<file path="config.mk">
export PLATFORM = sky130hd
export DESIGN_NAME = encoder_position_pid_drive
export DESIGN_NICKNAME = d
export VERILOG_FILES = /design/src/rtl/epd_pkg.sv /design/src/rtl/epd_serial_mac.sv /design/src/rtl/epd_out_reg.sv /design/src/rtl/encoder_position_pid_drive.sv
export SDC_FILE = /design/constraint.sdc
export NUM_CORES = 2
export LEC_CHECK = 0
export BUFFER_PORTS_ARGS = -buffer_cell sky130_fd_sc_hd__buf_4
export CAP_MARGIN = 20
export CELL_PAD_IN_SITES_DETAIL_PLACEMENT = 1
export CELL_PAD_IN_SITES_GLOBAL_PLACEMENT = 2
export CORE_ASPECT_RATIO = 1.75
export CORE_MARGIN = 2
export CORE_UTILIZATION = 30
export CTS_CLUSTER_DIAMETER = 150
export CTS_CLUSTER_SIZE = 16
export DETAILED_ROUTE_END_ITERATION = 8
export PLACE_DENSITY_LB_ADDON = 0.1
export SLEW_MARGIN = 30
export SYNTH_ARGS = -nofsm -noshare
export SYNTH_HDL_FRONTEND = slang
export SYNTH_SLANG_ARGS = --single-unit
export TNS_END_PERCENT = 20
</file>
<file path="constraint.sdc">
create_clock -name clk -period 6.3 [get_ports clk]
set_input_delay 0.63 -clock clk [delete_from_list [all_inputs] [get_ports clk]]
set_output_delay 0.63 -clock clk [all_outputs]
set_load 0.05 [all_outputs]
</file>
<file path="src/rtl/epd_pkg.sv">
// shared types, constants and widths of the encoder position pid drive
// no dependencies; used by every module of the block
package epd_pkg;

  // build-time sizing
  localparam int COUNT_BITS      = 32;
  localparam int ANGLE_FRAC_BITS = 8;

  // field widths
  localparam int CMD_W    = 2;
  localparam int ANG_W    = 24;
  localparam int ERR_W    = ANG_W + 1;
  localparam int DIFF_W   = ERR_W + 1;
  localparam int SUM_W    = ANGLE_FRAC_BITS + 8;
  localparam int DPC_W    = 24;
  localparam int GAIN_W   = 16;
  localparam int TOL_W    = 16;
  localparam int SPEED_W  = 15;
  localparam int DIR_W    = 2;
  localparam int CFG_W    = 24;
  localparam int CFG_IDX_W = 3;

  // stream packing
  localparam int IN_TDATA_W  = 32;
  localparam int IN_TUSER_W  = CMD_W;
  localparam int OUT_ITEM_W  = ANG_W + DIR_W + SPEED_W + 1;
  localparam int OUT_TDATA_W = ((OUT_ITEM_W + 7) / 8) * 8;

  // serial multiplier sizing
  localparam int DIGIT_W      = 4;
  localparam int MAG_DIGITS   = (COUNT_BITS + DIGIT_W - 1) / DIGIT_W;
  localparam int GAIN_DIGITS  = GAIN_W / DIGIT_W;
  localparam int MUL_W        = MAG_DIGITS * DIGIT_W;
  localparam int DIG_CNT_W    = $clog2(MAG_DIGITS + 1);
  localparam int ANG_PROD_W   = COUNT_BITS + DPC_W + 1;
  localparam int PID_W        = GAIN_W + DIFF_W + 2;
  localparam int ACC_W        = (ANG_PROD_W > PID_W) ? ANG_PROD_W : PID_W;

  // fixed point scaling
  localparam int ASHIFT      = 16 - ANGLE_FRAC_BITS;
  localparam int Q_W         = ACC_W - ASHIFT;
  localparam int SPD_FULL_W  = ACC_W - ANGLE_FRAC_BITS;
  localparam int SUM_LIMIT   = 100 << ANGLE_FRAC_BITS;
  localparam int ANG_POS_MAX = (1 << (ANG_W - 1)) - 1;
  localparam int ANG_NEG_MAG = 1 << (ANG_W - 1);

  // configuration reset values
  localparam logic [DPC_W-1:0]   DPC_RST       = DPC_W'(23593);
  localparam logic [GAIN_W-1:0]  GAIN_P_RST    = GAIN_W'(512);
  localparam logic [GAIN_W-1:0]  GAIN_I_RST    = GAIN_W'(26);
  localparam logic [GAIN_W-1:0]  GAIN_D_RST    = GAIN_W'(128);
  localparam logic [TOL_W-1:0]   TOL_RST       = TOL_W'(512);
  localparam logic [SPEED_W-1:0] SPEED_MAX_RST = SPEED_W'(20480);
  localparam logic [SPEED_W-1:0] SPEED_MIN_RST = SPEED_W'(3840);

  typedef enum logic [CMD_W-1:0] {
    CMD_EDGE   = 2'd0,
    CMD_TICK   = 2'd1,
    CMD_TARGET = 2'd2,
    CMD_ZERO   = 2'd3
  } cmd_t;

  typedef enum logic [DIR_W-1:0] {
    DIR_STOP = 2'd0,
    DIR_FWD  = 2'd1,
    DIR_BWD  = 2'd2
  } dir_t;

  typedef enum logic [CFG_IDX_W-1:0] {
    REG_DPC       = 3'd0,
    REG_GAIN_P    = 3'd1,
    REG_GAIN_I    = 3'd2,
    REG_GAIN_D    = 3'd3,
    REG_TOL       = 3'd4,
    REG_SPEED_MAX = 3'd5,
    REG_SPEED_MIN = 3'd6
  } reg_idx_t;

  typedef enum logic [3:0] {
    S_IDLE,
    S_ANG_LD,
    S_ANG_RUN,
    S_RND,
    S_SAT,
    S_ERR,
    S_UPD,
    S_PID_LD,
    S_PID_RUN,
    S_SPD,
    S_LIM,
    S_DONE
  } state_t;

  // multiplier control from the sequencer
  typedef struct packed {
    logic                 load;
    logic                 clear;
    logic [DIG_CNT_W-1:0] ndig;
  } mac_ctl_t;

  // one result item
  typedef struct packed {
    logic                    at_target;
    logic [SPEED_W-1:0]      speed;
    logic [DIR_W-1:0]        direction;
    logic signed [ANG_W-1:0] position;
  } out_item_t;

endpackage

</file>
<file path="src/rtl/epd_serial_mac.sv">
// digit-serial multiply-accumulate: one 4-bit multiplier digit per cycle
// depends on epd_pkg
module epd_serial_mac (
  input  logic                                 clk,
  input  logic                                 rst_n,
  input  epd_pkg::mac_ctl_t                    ctl,
  input  logic signed [epd_pkg::ACC_W-1:0]     mcand,
  input  logic        [epd_pkg::MUL_W-1:0]     mult,
  output logic signed [epd_pkg::ACC_W-1:0]     acc,
  output logic                                 busy
);

  logic signed [epd_pkg::ACC_W-1:0]     mcand_r;
  logic        [epd_pkg::MUL_W-1:0]     mult_r;
  logic        [epd_pkg::DIG_CNT_W-1:0] dig_r;
  logic signed [epd_pkg::ACC_W-1:0]     acc_r;
  logic        [epd_pkg::DIGIT_W-1:0]   digit;
  logic signed [epd_pkg::ACC_W-1:0]     partial;

  // partial product of the current digit
  assign digit   = mult_r[epd_pkg::DIGIT_W-1:0];
  assign partial = epd_pkg::ACC_W'(mcand_r * $signed({1'b0, digit}));
  assign busy    = (dig_r != '0);
  assign acc     = acc_r;

  // digit counter
  always_ff @(posedge clk) begin
    if (!rst_n) begin
      dig_r <= '0;
    end else if (ctl.load) begin
      dig_r <= ctl.ndig;
    end else if (busy) begin
      dig_r <= dig_r - 1'b1;
    end
  end

  // operand shift registers and accumulator
  always_ff @(posedge clk) begin
    if (ctl.load) begin
      mcand_r <= mcand;
      mult_r  <= mult;
      if (ctl.clear) begin
        acc_r <= '0;
      end
    end else if (busy) begin
      acc_r   <= acc_r + partial;
      mcand_r <= mcand_r <<< epd_pkg::DIGIT_W;
      mult_r  <= mult_r >> epd_pkg::DIGIT_W;
    end
  end

  a_no_load_busy: assert property (@(posedge clk) disable iff (!rst_n)
    ctl.load |-> !busy)
    else $error("multiplier loaded while still running");

  a_load_starts: assert property (@(posedge clk) disable iff (!rst_n)
    (ctl.load && ctl.ndig != '0) |=> busy)
    else $error("multiplier did not start after load");

endmodule

</file>
<file path="src/rtl/epd_out_reg.sv">
// output register of the result stream, frees the core while a result waits
// depends on epd_pkg
module epd_out_reg (
  input  logic                              clk,
  input  logic                              rst_n,
  input  logic                              load,
  input  epd_pkg::out_item_t                item,
  output logic                              free,
  output logic                              out_tvalid,
  input  logic                              out_tready,
  // position[23:0], drive_direction[25:24], drive_speed[40:26], at_target[41]
  output logic [epd_pkg::OUT_TDATA_W-1:0]   out_tdata
);

  logic               valid_r;
  logic               valid_nxt;
  epd_pkg::out_item_t item_r;

  assign free       = !valid_r || out_tready;
  assign out_tvalid = valid_r;
  assign out_tdata  = epd_pkg::OUT_TDATA_W'(item_r);

  // valid flag
  always_comb begin
    if (load) begin
      valid_nxt = 1'b1;
    end else if (out_tready) begin
      valid_nxt = 1'b0;
    end else begin
      valid_nxt = valid_r;
    end
  end

  always_ff @(posedge clk) begin
    if (!rst_n) begin
      valid_r <= 1'b0;
    end else begin
      valid_r <= valid_nxt;
    end
  end

  // result payload
  always_ff @(posedge clk) begin
    if (load) begin
      item_r <= item;
    end
  end

  a_no_overwrite: assert property (@(posedge clk) disable iff (!rst_n)
    load |-> (!valid_r || out_tready))
    else $error("pending result overwritten");

endmodule

</file>
<file path="src/rtl/encoder_position_pid_drive.sv">
// top level: sequencer and datapath of the encoder position pid loop
// depends on epd_pkg, epd_serial_mac, epd_out_reg
// every request runs the angle product, rounding, saturation, error and update steps;
// a tick outside the tolerance band then runs the three pid gain terms and speed limits
// throughput: one request per item time, less while the output stalls; the 4-bit digit
// multiplier sets it (COUNT_BITS/4 steps for the angle, four for each gain term)
// reset: synchronous, clears count, target, integral, last error and held drive
module encoder_position_pid_drive (
  input  logic                                 clk,
  input  logic                                 rst_n,
  input  logic                                 in_tvalid,
  output logic                                 in_tready,
  // phase_a[0], phase_b[1], target_value[25:2]
  input  logic [epd_pkg::IN_TDATA_W-1:0]       in_tdata,
  // command[1:0]
  input  logic [epd_pkg::IN_TUSER_W-1:0]       in_tuser,
  output logic                                 out_tvalid,
  input  logic                                 out_tready,
  // position[23:0], drive_direction[25:24], drive_speed[40:26], at_target[41]
  output logic [epd_pkg::OUT_TDATA_W-1:0]      out_tdata,
  input  logic                                 cfg_wr_en,
  input  logic [epd_pkg::CFG_IDX_W-1:0]        cfg_index,
  input  logic [epd_pkg::CFG_W-1:0]            cfg_data
);

  typedef enum logic [1:0] {
    TERM_P,
    TERM_I,
    TERM_D
  } term_t;

  localparam logic signed [epd_pkg::ERR_W:0] SUM_HI = (epd_pkg::ERR_W + 1)'(epd_pkg::SUM_LIMIT);
  localparam logic signed [epd_pkg::ERR_W:0] SUM_LO = -SUM_HI;
  localparam logic [epd_pkg::ACC_W-1:0] ANG_HALF = epd_pkg::ACC_W'(1 << (epd_pkg::ASHIFT - 1));
  localparam logic [epd_pkg::ACC_W-1:0] SPD_HALF =
    epd_pkg::ACC_W'(1 << (epd_pkg::ANGLE_FRAC_BITS - 1));
  localparam logic [epd_pkg::Q_W-1:0] Q_POS_MAX = epd_pkg::Q_W'(epd_pkg::ANG_POS_MAX);
  localparam logic [epd_pkg::Q_W-1:0] Q_NEG_MAG = epd_pkg::Q_W'(epd_pkg::ANG_NEG_MAG);

  // configuration registers
  logic [epd_pkg::DPC_W-1:0]   dpc_r;
  logic [epd_pkg::GAIN_W-1:0]  gain_p_r;
  logic [epd_pkg::GAIN_W-1:0]  gain_i_r;
  logic [epd_pkg::GAIN_W-1:0]  gain_d_r;
  logic [epd_pkg::TOL_W-1:0]   tol_r;
  logic [epd_pkg::SPEED_W-1:0] speed_max_r;
  logic [epd_pkg::SPEED_W-1:0] speed_min_r;

  // loop state
  logic        [epd_pkg::COUNT_BITS-1:0] edge_count_r;
  logic signed [epd_pkg::ANG_W-1:0]      target_r;
  logic signed [epd_pkg::SUM_W-1:0]      esum_r;
  logic signed [epd_pkg::ERR_W-1:0]      last_err_r;
  epd_pkg::dir_t                         held_dir_r;
  logic        [epd_pkg::SPEED_W-1:0]    held_speed_r;

  // per-item working registers
  epd_pkg::state_t                       state_r;
  epd_pkg::state_t                       state_nxt;
  epd_pkg::cmd_t                         cmd_r;
  term_t                                 term_r;
  logic                                  neg_r;
  logic        [epd_pkg::Q_W-1:0]        q_r;
  logic signed [epd_pkg::ANG_W-1:0]      angle_r;
  logic signed [epd_pkg::ERR_W-1:0]      err_r;
  logic signed [epd_pkg::DIFF_W-1:0]     diff_r;
  logic                                  at_r;
  logic                                  far_r;
  logic        [epd_pkg::SPD_FULL_W-1:0] spd_r;
  logic                                  s_neg_r;
  logic                                  s_zero_r;

  // combinational helpers
  logic                                  in_accept;
  epd_pkg::cmd_t                         in_cmd;
  logic        [epd_pkg::COUNT_BITS-1:0] count_mag;
  logic        [epd_pkg::ERR_W-1:0]      abs_err;
  logic                                  near;
  logic signed [epd_pkg::ERR_W:0]        sum_ext;
  logic signed [epd_pkg::ERR_W:0]        sum_clamp;
  logic        [epd_pkg::ACC_W-1:0]      acc_u;
  logic        [epd_pkg::ACC_W-1:0]      ang_round;
  logic        [epd_pkg::ACC_W-1:0]      spd_round;
  logic        [epd_pkg::SPEED_W-1:0]    spd_cap;
  logic        [epd_pkg::SPEED_W-1:0]    spd_final;

  // multiplier and output register hookup
  epd_pkg::mac_ctl_t                     mac_ctl;
  logic signed [epd_pkg::ACC_W-1:0]      mac_mcand;
  logic        [epd_pkg::MUL_W-1:0]      mac_mult;
  logic signed [epd_pkg::ACC_W-1:0]      mac_acc;
  logic                                  mac_busy;
  logic                                  out_load;
  logic                                  out_free;
  epd_pkg::out_item_t                    out_item;

  epd_serial_mac u_mac (
    .clk   (clk),
    .rst_n (rst_n),
    .ctl   (mac_ctl),
    .mcand (mac_mcand),
    .mult  (mac_mult),
    .acc   (mac_acc),
    .busy  (mac_busy)
  );

  assign out_item.position  = angle_r;
  assign out_item.direction = held_dir_r;
  assign out_item.speed     = held_speed_r;
  assign out_item.at_target = at_r;

  epd_out_reg u_out (
    .clk        (clk),
    .rst_n      (rst_n),
    .load       (out_load),
    .item       (out_item),
    .free       (out_free),
    .out_tvalid (out_tvalid),
    .out_tready (out_tready),
    .out_tdata  (out_tdata)
  );

  assign in_cmd    = epd_pkg::cmd_t'(in_tuser[epd_pkg::CMD_W-1:0]);
  assign in_accept = in_tvalid && in_tready;

  // magnitude of the count for the angle product
  assign count_mag = edge_count_r[epd_pkg::COUNT_BITS-1] ? (~edge_count_r + 1'b1)
                                                         : edge_count_r;

  // error magnitude and band tests
  assign abs_err = err_r[epd_pkg::ERR_W-1] ? epd_pkg::ERR_W'(-err_r)
                                           : epd_pkg::ERR_W'(err_r);
  assign near    = abs_err < epd_pkg::ERR_W'(tol_r);

  // integral update with clamp
  assign sum_ext = (epd_pkg::ERR_W + 1)'(esum_r) + (epd_pkg::ERR_W + 1)'(err_r);
  always_comb begin
    if (sum_ext > SUM_HI) begin
      sum_clamp = SUM_HI;
    end else if (sum_ext < SUM_LO) begin
      sum_clamp = SUM_LO;
    end else begin
      sum_clamp = sum_ext;
    end
  end

  // rounding of the products; a negative sum rounds as ~s + 1 + half
  assign acc_u     = $unsigned(mac_acc);
  assign ang_round = acc_u + ANG_HALF;
  assign spd_round = mac_acc[epd_pkg::ACC_W-1] ? (~acc_u + SPD_HALF + 1'b1)
                                               : (acc_u + SPD_HALF);

  // speed limits: maximum first, then the minimum when the error is above the tolerance
  always_comb begin
    if (spd_r > epd_pkg::SPD_FULL_W'(speed_max_r)) begin
      spd_cap = speed_max_r;
    end else begin
      spd_cap = spd_r[epd_pkg::SPEED_W-1:0];
    end
    if (spd_cap < speed_min_r && far_r) begin
      spd_final = speed_min_r;
    end else begin
      spd_final = spd_cap;
    end
  end

  // configuration writes
  always_ff @(posedge clk) begin
    if (!rst_n) begin
      dpc_r       <= epd_pkg::DPC_RST;
      gain_p_r    <= epd_pkg::GAIN_P_RST;
      gain_i_r    <= epd_pkg::GAIN_I_RST;
      gain_d_r    <= epd_pkg::GAIN_D_RST;
      tol_r       <= epd_pkg::TOL_RST;
      speed_max_r <= epd_pkg::SPEED_MAX_RST;
      speed_min_r <= epd_pkg::SPEED_MIN_RST;
    end else if (cfg_wr_en) begin
      case (cfg_index)
        epd_pkg::REG_DPC:       dpc_r       <= cfg_data[epd_pkg::DPC_W-1:0];
        epd_pkg::REG_GAIN_P:    gain_p_r    <= cfg_data[epd_pkg::GAIN_W-1:0];
        epd_pkg::REG_GAIN_I:    gain_i_r    <= cfg_data[epd_pkg::GAIN_W-1:0];
        epd_pkg::REG_GAIN_D:    gain_d_r    <= cfg_data[epd_pkg::GAIN_W-1:0];
        epd_pkg::REG_TOL:       tol_r       <= cfg_data[epd_pkg::TOL_W-1:0];
        epd_pkg::REG_SPEED_MAX: speed_max_r <= cfg_data[epd_pkg::SPEED_W-1:0];
        epd_pkg::REG_SPEED_MIN: speed_min_r <= cfg_data[epd_pkg::SPEED_W-1:0];
        default: ;
      endcase
    end
  end

  // state register
  always_ff @(posedge clk) begin
    if (!rst_n) begin
      state_r <= epd_pkg::S_IDLE;
    end else begin
      state_r <= state_nxt;
    end
  end

  // next state, multiplier control and handshakes
  always_comb begin
    state_nxt    = state_r;
    mac_ctl      = '0;
    mac_mcand    = '0;
    mac_mult     = '0;
    out_load     = 1'b0;
    in_tready    = 1'b0;
    case (state_r)
      epd_pkg::S_IDLE: begin
        in_tready = 1'b1;
        if (in_tvalid) begin
          state_nxt = epd_pkg::S_ANG_LD;
        end
      end
      epd_pkg::S_ANG_LD: begin
        mac_ctl.load  = 1'b1;
        mac_ctl.clear = 1'b1;
        mac_ctl.ndig  = epd_pkg::DIG_CNT_W'(epd_pkg::MAG_DIGITS);
        mac_mcand     = epd_pkg::ACC_W'(dpc_r);
        mac_mult      = epd_pkg::MUL_W'(count_mag);
        state_nxt     = epd_pkg::S_ANG_RUN;
      end
      epd_pkg::S_ANG_RUN: begin
        if (!mac_busy) begin
          state_nxt = epd_pkg::S_RND;
        end
      end
      epd_pkg::S_RND: state_nxt = epd_pkg::S_SAT;
      epd_pkg::S_SAT: state_nxt = epd_pkg::S_ERR;
      epd_pkg::S_ERR: state_nxt = epd_pkg::S_UPD;
      epd_pkg::S_UPD: begin
        if (cmd_r == epd_pkg::CMD_TICK && !near) begin
          state_nxt = epd_pkg::S_PID_LD;
        end else begin
          state_nxt = epd_pkg::S_DONE;
        end
      end
      epd_pkg::S_PID_LD: begin
        mac_ctl.load = 1'b1;
        mac_ctl.ndig = epd_pkg::DIG_CNT_W'(epd_pkg::GAIN_DIGITS);
        case (term_r)
          TERM_P: begin
            mac_ctl.clear = 1'b1;
            mac_mcand     = epd_pkg::ACC_W'(err_r);
            mac_mult      = epd_pkg::MUL_W'(gain_p_r);
          end
          TERM_I: begin
            mac_mcand = epd_pkg::ACC_W'(esum_r);
            mac_mult  = epd_pkg::MUL_W'(gain_i_r);
          end
          default: begin
            mac_mcand = epd_pkg::ACC_W'(diff_r);
            mac_mult  = epd_pkg::MUL_W'(gain_d_r);
          end
        endcase
        state_nxt = epd_pkg::S_PID_RUN;
      end
      epd_pkg::S_PID_RUN: begin
        if (!mac_busy) begin
          if (term_r == TERM_D) begin
            state_nxt = epd_pkg::S_SPD;
          end else begin
            state_nxt = epd_pkg::S_PID_LD;
          end
        end
      end
      epd_pkg::S_SPD: state_nxt = epd_pkg::S_LIM;
      epd_pkg::S_LIM: state_nxt = epd_pkg::S_DONE;
      epd_pkg::S_DONE: begin
        if (out_free) begin
          out_load  = 1'b1;
          state_nxt = epd_pkg::S_IDLE;
        end
      end
      default: state_nxt = epd_pkg::S_IDLE;
    endcase
  end

  // loop state updates
  always_ff @(posedge clk) begin
    if (!rst_n) begin
      edge_count_r <= '0;
      target_r     <= '0;
      esum_r       <= '0;
      last_err_r   <= '0;
      held_dir_r   <= epd_pkg::DIR_STOP;
      held_speed_r <= '0;
    end else begin
      case (state_r)
        epd_pkg::S_IDLE: begin
          if (in_accept) begin
            case (in_cmd)
              epd_pkg::CMD_EDGE: begin
                if (in_tdata[0] == in_tdata[1]) begin
                  edge_count_r <= edge_count_r + 1'b1;
                end else begin
                  edge_count_r <= edge_count_r - 1'b1;
                end
              end
              epd_pkg::CMD_TARGET: begin
                target_r <= $signed(in_tdata[epd_pkg::ANG_W+1:2]);
                esum_r   <= '0;
              end
              epd_pkg::CMD_ZERO: begin
                edge_count_r <= '0;
                target_r     <= '0;
                esum_r       <= '0;
                last_err_r   <= '0;
              end
              default: ;
            endcase
          end
        end
        epd_pkg::S_UPD: begin
          if (cmd_r == epd_pkg::CMD_TICK) begin
            if (near) begin
              held_dir_r   <= epd_pkg::DIR_STOP;
              held_speed_r <= '0;
            end else begin
              esum_r     <= epd_pkg::SUM_W'(sum_clamp);
              last_err_r <= err_r;
            end
          end
        end
        epd_pkg::S_LIM: begin
          if (s_zero_r) begin
            held_dir_r   <= epd_pkg::DIR_STOP;
            held_speed_r <= '0;
          end else begin
            held_dir_r   <= s_neg_r ? epd_pkg::DIR_BWD : epd_pkg::DIR_FWD;
            held_speed_r <= spd_final;
          end
        end
        default: ;
      endcase
    end
  end

  // working registers of one item
  always_ff @(posedge clk) begin
    case (state_r)
      epd_pkg::S_IDLE: begin
        if (in_accept) begin
          cmd_r <= in_cmd;
        end
        term_r <= TERM_P;
      end
      epd_pkg::S_ANG_LD: neg_r <= edge_count_r[epd_pkg::COUNT_BITS-1];
      epd_pkg::S_RND:    q_r   <= ang_round[epd_pkg::ACC_W-1:epd_pkg::ASHIFT];
      // saturate and apply the sign of the count
      epd_pkg::S_SAT: begin
        if (neg_r) begin
          angle_r <= (q_r > Q_NEG_MAG) ? epd_pkg::ANG_W'(Q_NEG_MAG) : epd_pkg::ANG_W'(-q_r);
        end else begin
          angle_r <= (q_r > Q_POS_MAX) ? epd_pkg::ANG_W'(Q_POS_MAX) : epd_pkg::ANG_W'(q_r);
        end
      end
      epd_pkg::S_ERR: err_r <= epd_pkg::ERR_W'(target_r) - epd_pkg::ERR_W'(angle_r);
      epd_pkg::S_UPD: begin
        at_r   <= near;
        far_r  <= abs_err > epd_pkg::ERR_W'(tol_r);
        diff_r <= epd_pkg::DIFF_W'(err_r) - epd_pkg::DIFF_W'(last_err_r);
      end
      epd_pkg::S_PID_RUN: begin
        if (!mac_busy) begin
          case (term_r)
            TERM_P:  term_r <= TERM_I;
            TERM_I:  term_r <= TERM_D;
            default: term_r <= TERM_D;
          endcase
        end
      end
      epd_pkg::S_SPD: begin
        s_zero_r <= (mac_acc == '0);
        s_neg_r  <= mac_acc[epd_pkg::ACC_W-1];
        spd_r    <= spd_round[epd_pkg::ACC_W-1:epd_pkg::ANGLE_FRAC_BITS];
      end
      default: ;
    endcase
  end

  a_stop_zero_speed: assert property (@(posedge clk) disable iff (!rst_n)
    held_dir_r == epd_pkg::DIR_STOP |-> held_speed_r == '0)
    else $error("stopped drive with nonzero speed");

  a_band_stops: assert property (@(posedge clk) disable iff (!rst_n)
    (state_r == epd_pkg::S_DONE && cmd_r == epd_pkg::CMD_TICK && at_r)
      |-> held_dir_r == epd_pkg::DIR_STOP)
    else $error("tick inside the band left the drive running");

endmodule
</file>
==> impl_metrics.yaml <==
cells_and_area:
  utilization_pct: 33.3
  seq_area_sq_mm: 0.0159
  finalInstanceArea_sq_mm: 0.0461
  drive_gt1_share_pct: 6.99
  nNetsFinal: 4959
  multi_input_area_sq_mm: 0.0244
  fillers: 16000
  syn_to_final_growth_pct: 10.6
worst_setup_path:
  path_class: "reg2reg"
  cp.arrival_ps: 6280
  worst_setup_path_start_kind: "flop"
  path_cells: "and2_1 > ha_1 > inv_1 > fa_1 > fa_1 > inv_1 > ha_1 > a211oi_1 > o21a_1 > o32a_1 > o21ai_0 > a311oi_1 > buf_4 > or3_1 > o21ai_0 > a21o_1 > a211oi_1 > a2111oi_0"
  critPathMaxStageDelay_ps: 630
  path_max_fanout: 14
  slowest_stage: "edfxtp_1"
  critical_path.top_delay_family: "compound AO/OA/AOI/OAI gates"
  required_ps: 6670
  end_kind: "flop"
  path_buf_inv: 3
  regToRegSetupSlack_ps: 390
routing:
  wire_per_inst_um: 24.4
  routed_wl_um: 154000
  drtIter0Drc: 1289
  first_pass_iters: 5
  num_vias: 32900
  ant_nets: 0
  vias_per_cell: 5.21
  remaining_drc_errors: 0
synthesis:
  synth_top_area_share_pct: 26.6
  netlist_area_sq_mm: 0.0417
  synth_common_cells: "nand2_1 (485), edfxtp_1 (370), a21oi_1 (331)"
  syn_inst: 4420
  seq_area_frac_synth_pct: 38.2
  synth_area_leaders: "edfxtp_1 (27%), dfxtp_1 (12%), ha_1 (8.1%)"
  ys_async_sr_fraction_pct: 0
  synth_ff_type: "edfxtp_1"
  synthDistinctLibCells: 87
  synth.largest_area_cell: "edfxtp_1"
  ys_ff_latch: 611
  synth.most_common_cell: "nand2_1"
  synth-edff-count: 370
  ys_warn_count: 0
  synth_area_per_cell_sq_um: 9.44
timing:
  hold_violations: 0
  worstMarginPinSlew_ps: 1070
  drv_slew: 0
  fin_crit_ps: 5910
  fin_crit_sh_pct: 93.8
  skew_ps: 49.5
  final.setup.tns_ps: 0
  rsz0062_at_grt: "false"
  fmax_ghz: 0.169
  setup_violations: 0
  finalWorstSetupSlack_ps: 392
  relSlewSlack_pct: 28.4
clocking:
  clkLatencyLatePin_ps: 650
  clkSinkCount: 611
  htreeDepth: 2
  cts_tree: "built"
  cts-resized-gates: 0
  cts_made_buffers: 44
  holdBufCountCts: 0
  cts_max_path_buffers: 3
  root_buffer: "clkbuf_16"
  post_cts_buffers: 0
  clk_pin_slew_worst_paths_ps: 90
power:
  powerDensity_mw_per_mm2: 617
  p_leak_nw: 18.2
  ir_worst_vdd_mv: 0.360
floorplan:
  design.core.area_sq_mm: 0.139
  die_w_um: 286
  die_y_um: 497
  fp.dieArea_sq_mm: 0.142
  rows: 181
  start_util_pct: 30.1
  io_pins: 116
global_routing:
  grt_max_degree: 77
  grt_pass1_vias: 35800
  grt_pass1_wl_um: 232000
  grt-busiest-layer: "met2"
  grt_use_total_pct: 21.7
  overflow: 0
  antenna_found_initial: 8
  met3_usage_pct: 1.32
  met2_usage_pct: 44.2
  use_met1_pct: 22.1
status:
  outcome: "finished clean"
placement:
  hpwl_um: 121000
  postPlaceCellArea_sq_mm: 0.0448
  dpl_worst_slack_ps: 217
  io_buffers: 103
  gp_congestion: 0.868
min_path:
  min_path_type: "in2reg"
run:
  cap_viol_max_count: 0
## stage by stage
step	std cells	hold slack [ps]	total power, mW
3_3_place_gp	6238	406	25.7
2_1_floorplan	4425	400	20.1
5_1_grt	6324	162	31.4
3_5_place_dp	6239	411	25.9
6_report	6324	179	28.5
4_1_cts	6317	134	29.0
## layout make-up
type / count / area share, %
antenna: 5 / 0.0271
clock buffer: 75 / 2.64
clock inverter: 3 / 0.0895
inverter: 197 / 1.61
multi-input combinational: 3404 / 52.8
sequential: 611 / 34.5
tap: 1830 / 4.96
timing repair buffer: 199 / 3.35
## path summary, 6_finish.rpt
| check | from | end | cells after the start |
|---|---|---|---|
| worst max-delay path | u_mac.mult_r[2] | u_mac.acc[46] | 18 |
| worst min-delay path | in_tuser[1] | cmd_r[1] | 1 |
| worst max register to register | u_mac.mult_r[2] | u_mac.acc[46] | 18 |
| worst min register to register | held_speed_r[14] | u_out.out_tdata[40] | 0 |
## cells in the final DEF (no fill, tap or decap), types with 32 or more instances in the layout
cell       synthesis  final
or3_1             34     34
xnor2_1          159    158
nand2b_1          44     44
and2_1           234    234
o21a_1            34     33
o21ai_0          233    232
nand2_1          485    483
nand4_1           39     39
a21oi_1          331    330
inv_1            195    195
nor3_1            75     69
ha_1             271    270
buf_4              7    194
mux2i_1           55     55
nand3_1          101    100
nor4_1            42     41
nor2b_1           32     32
dfxtp_1          241    241
clkbuf_16          0     44
edfxtp_1         370    370
a21o_1           109    109
nor2_1           322    316
a22oi_1           80     80
xor2_1           119    118
fa_1             165    165
and3_1            41     41
## kinds of logic (layout without fill, tap and decap cells)
logic type / count (synthesis) / count (layout) / share of synthesized area [%]
other cells: 1 / 11 / 0.00899
fa+ha+maj: 436 / 436 / 16.0
buf+inv: 410 / 474 / 3.82
xor+xnor: 278 / 278 / 5.84
simple gates: 1554 / 1554 / 18.4
compound gates: 1072 / 1072 / 16.3
flops: 611 / 611 / 38.2
mux: 58 / 58 / 1.40
## state kept, by name, indices dropped and copies added (netlist names), 24 cells and up
register,count
err_r,25
u_mac.mcand_r,57
u_out.out_tdata,42
target_r,24
u_mac.acc,57
q_r,49
diff_r,26
last_err_r,25
u_mac.mult_r,32
dpc_r,24
spd_r,49
angle_r,24
edge_count_r,32
## layer usage
metal | vias up | part of all wire [%] | wire, um
li1 | 15800 | - | -
met1 | 16600 | 37 | 56400
met2 | 344 | 58 | 88700
met3 | 177 | 1.4 | 2230
met4 | 0 | 4.4 | 6860
met5 | - | 0 | 0
## power by group
part           leakage (nW)  switching (mW)  internal [mW]
sequential             5.51            1.06           5.87
clock                 0.597            1.58           1.33
combinational          12.1            11.2           7.43
(Power assumes the default switching activity.)
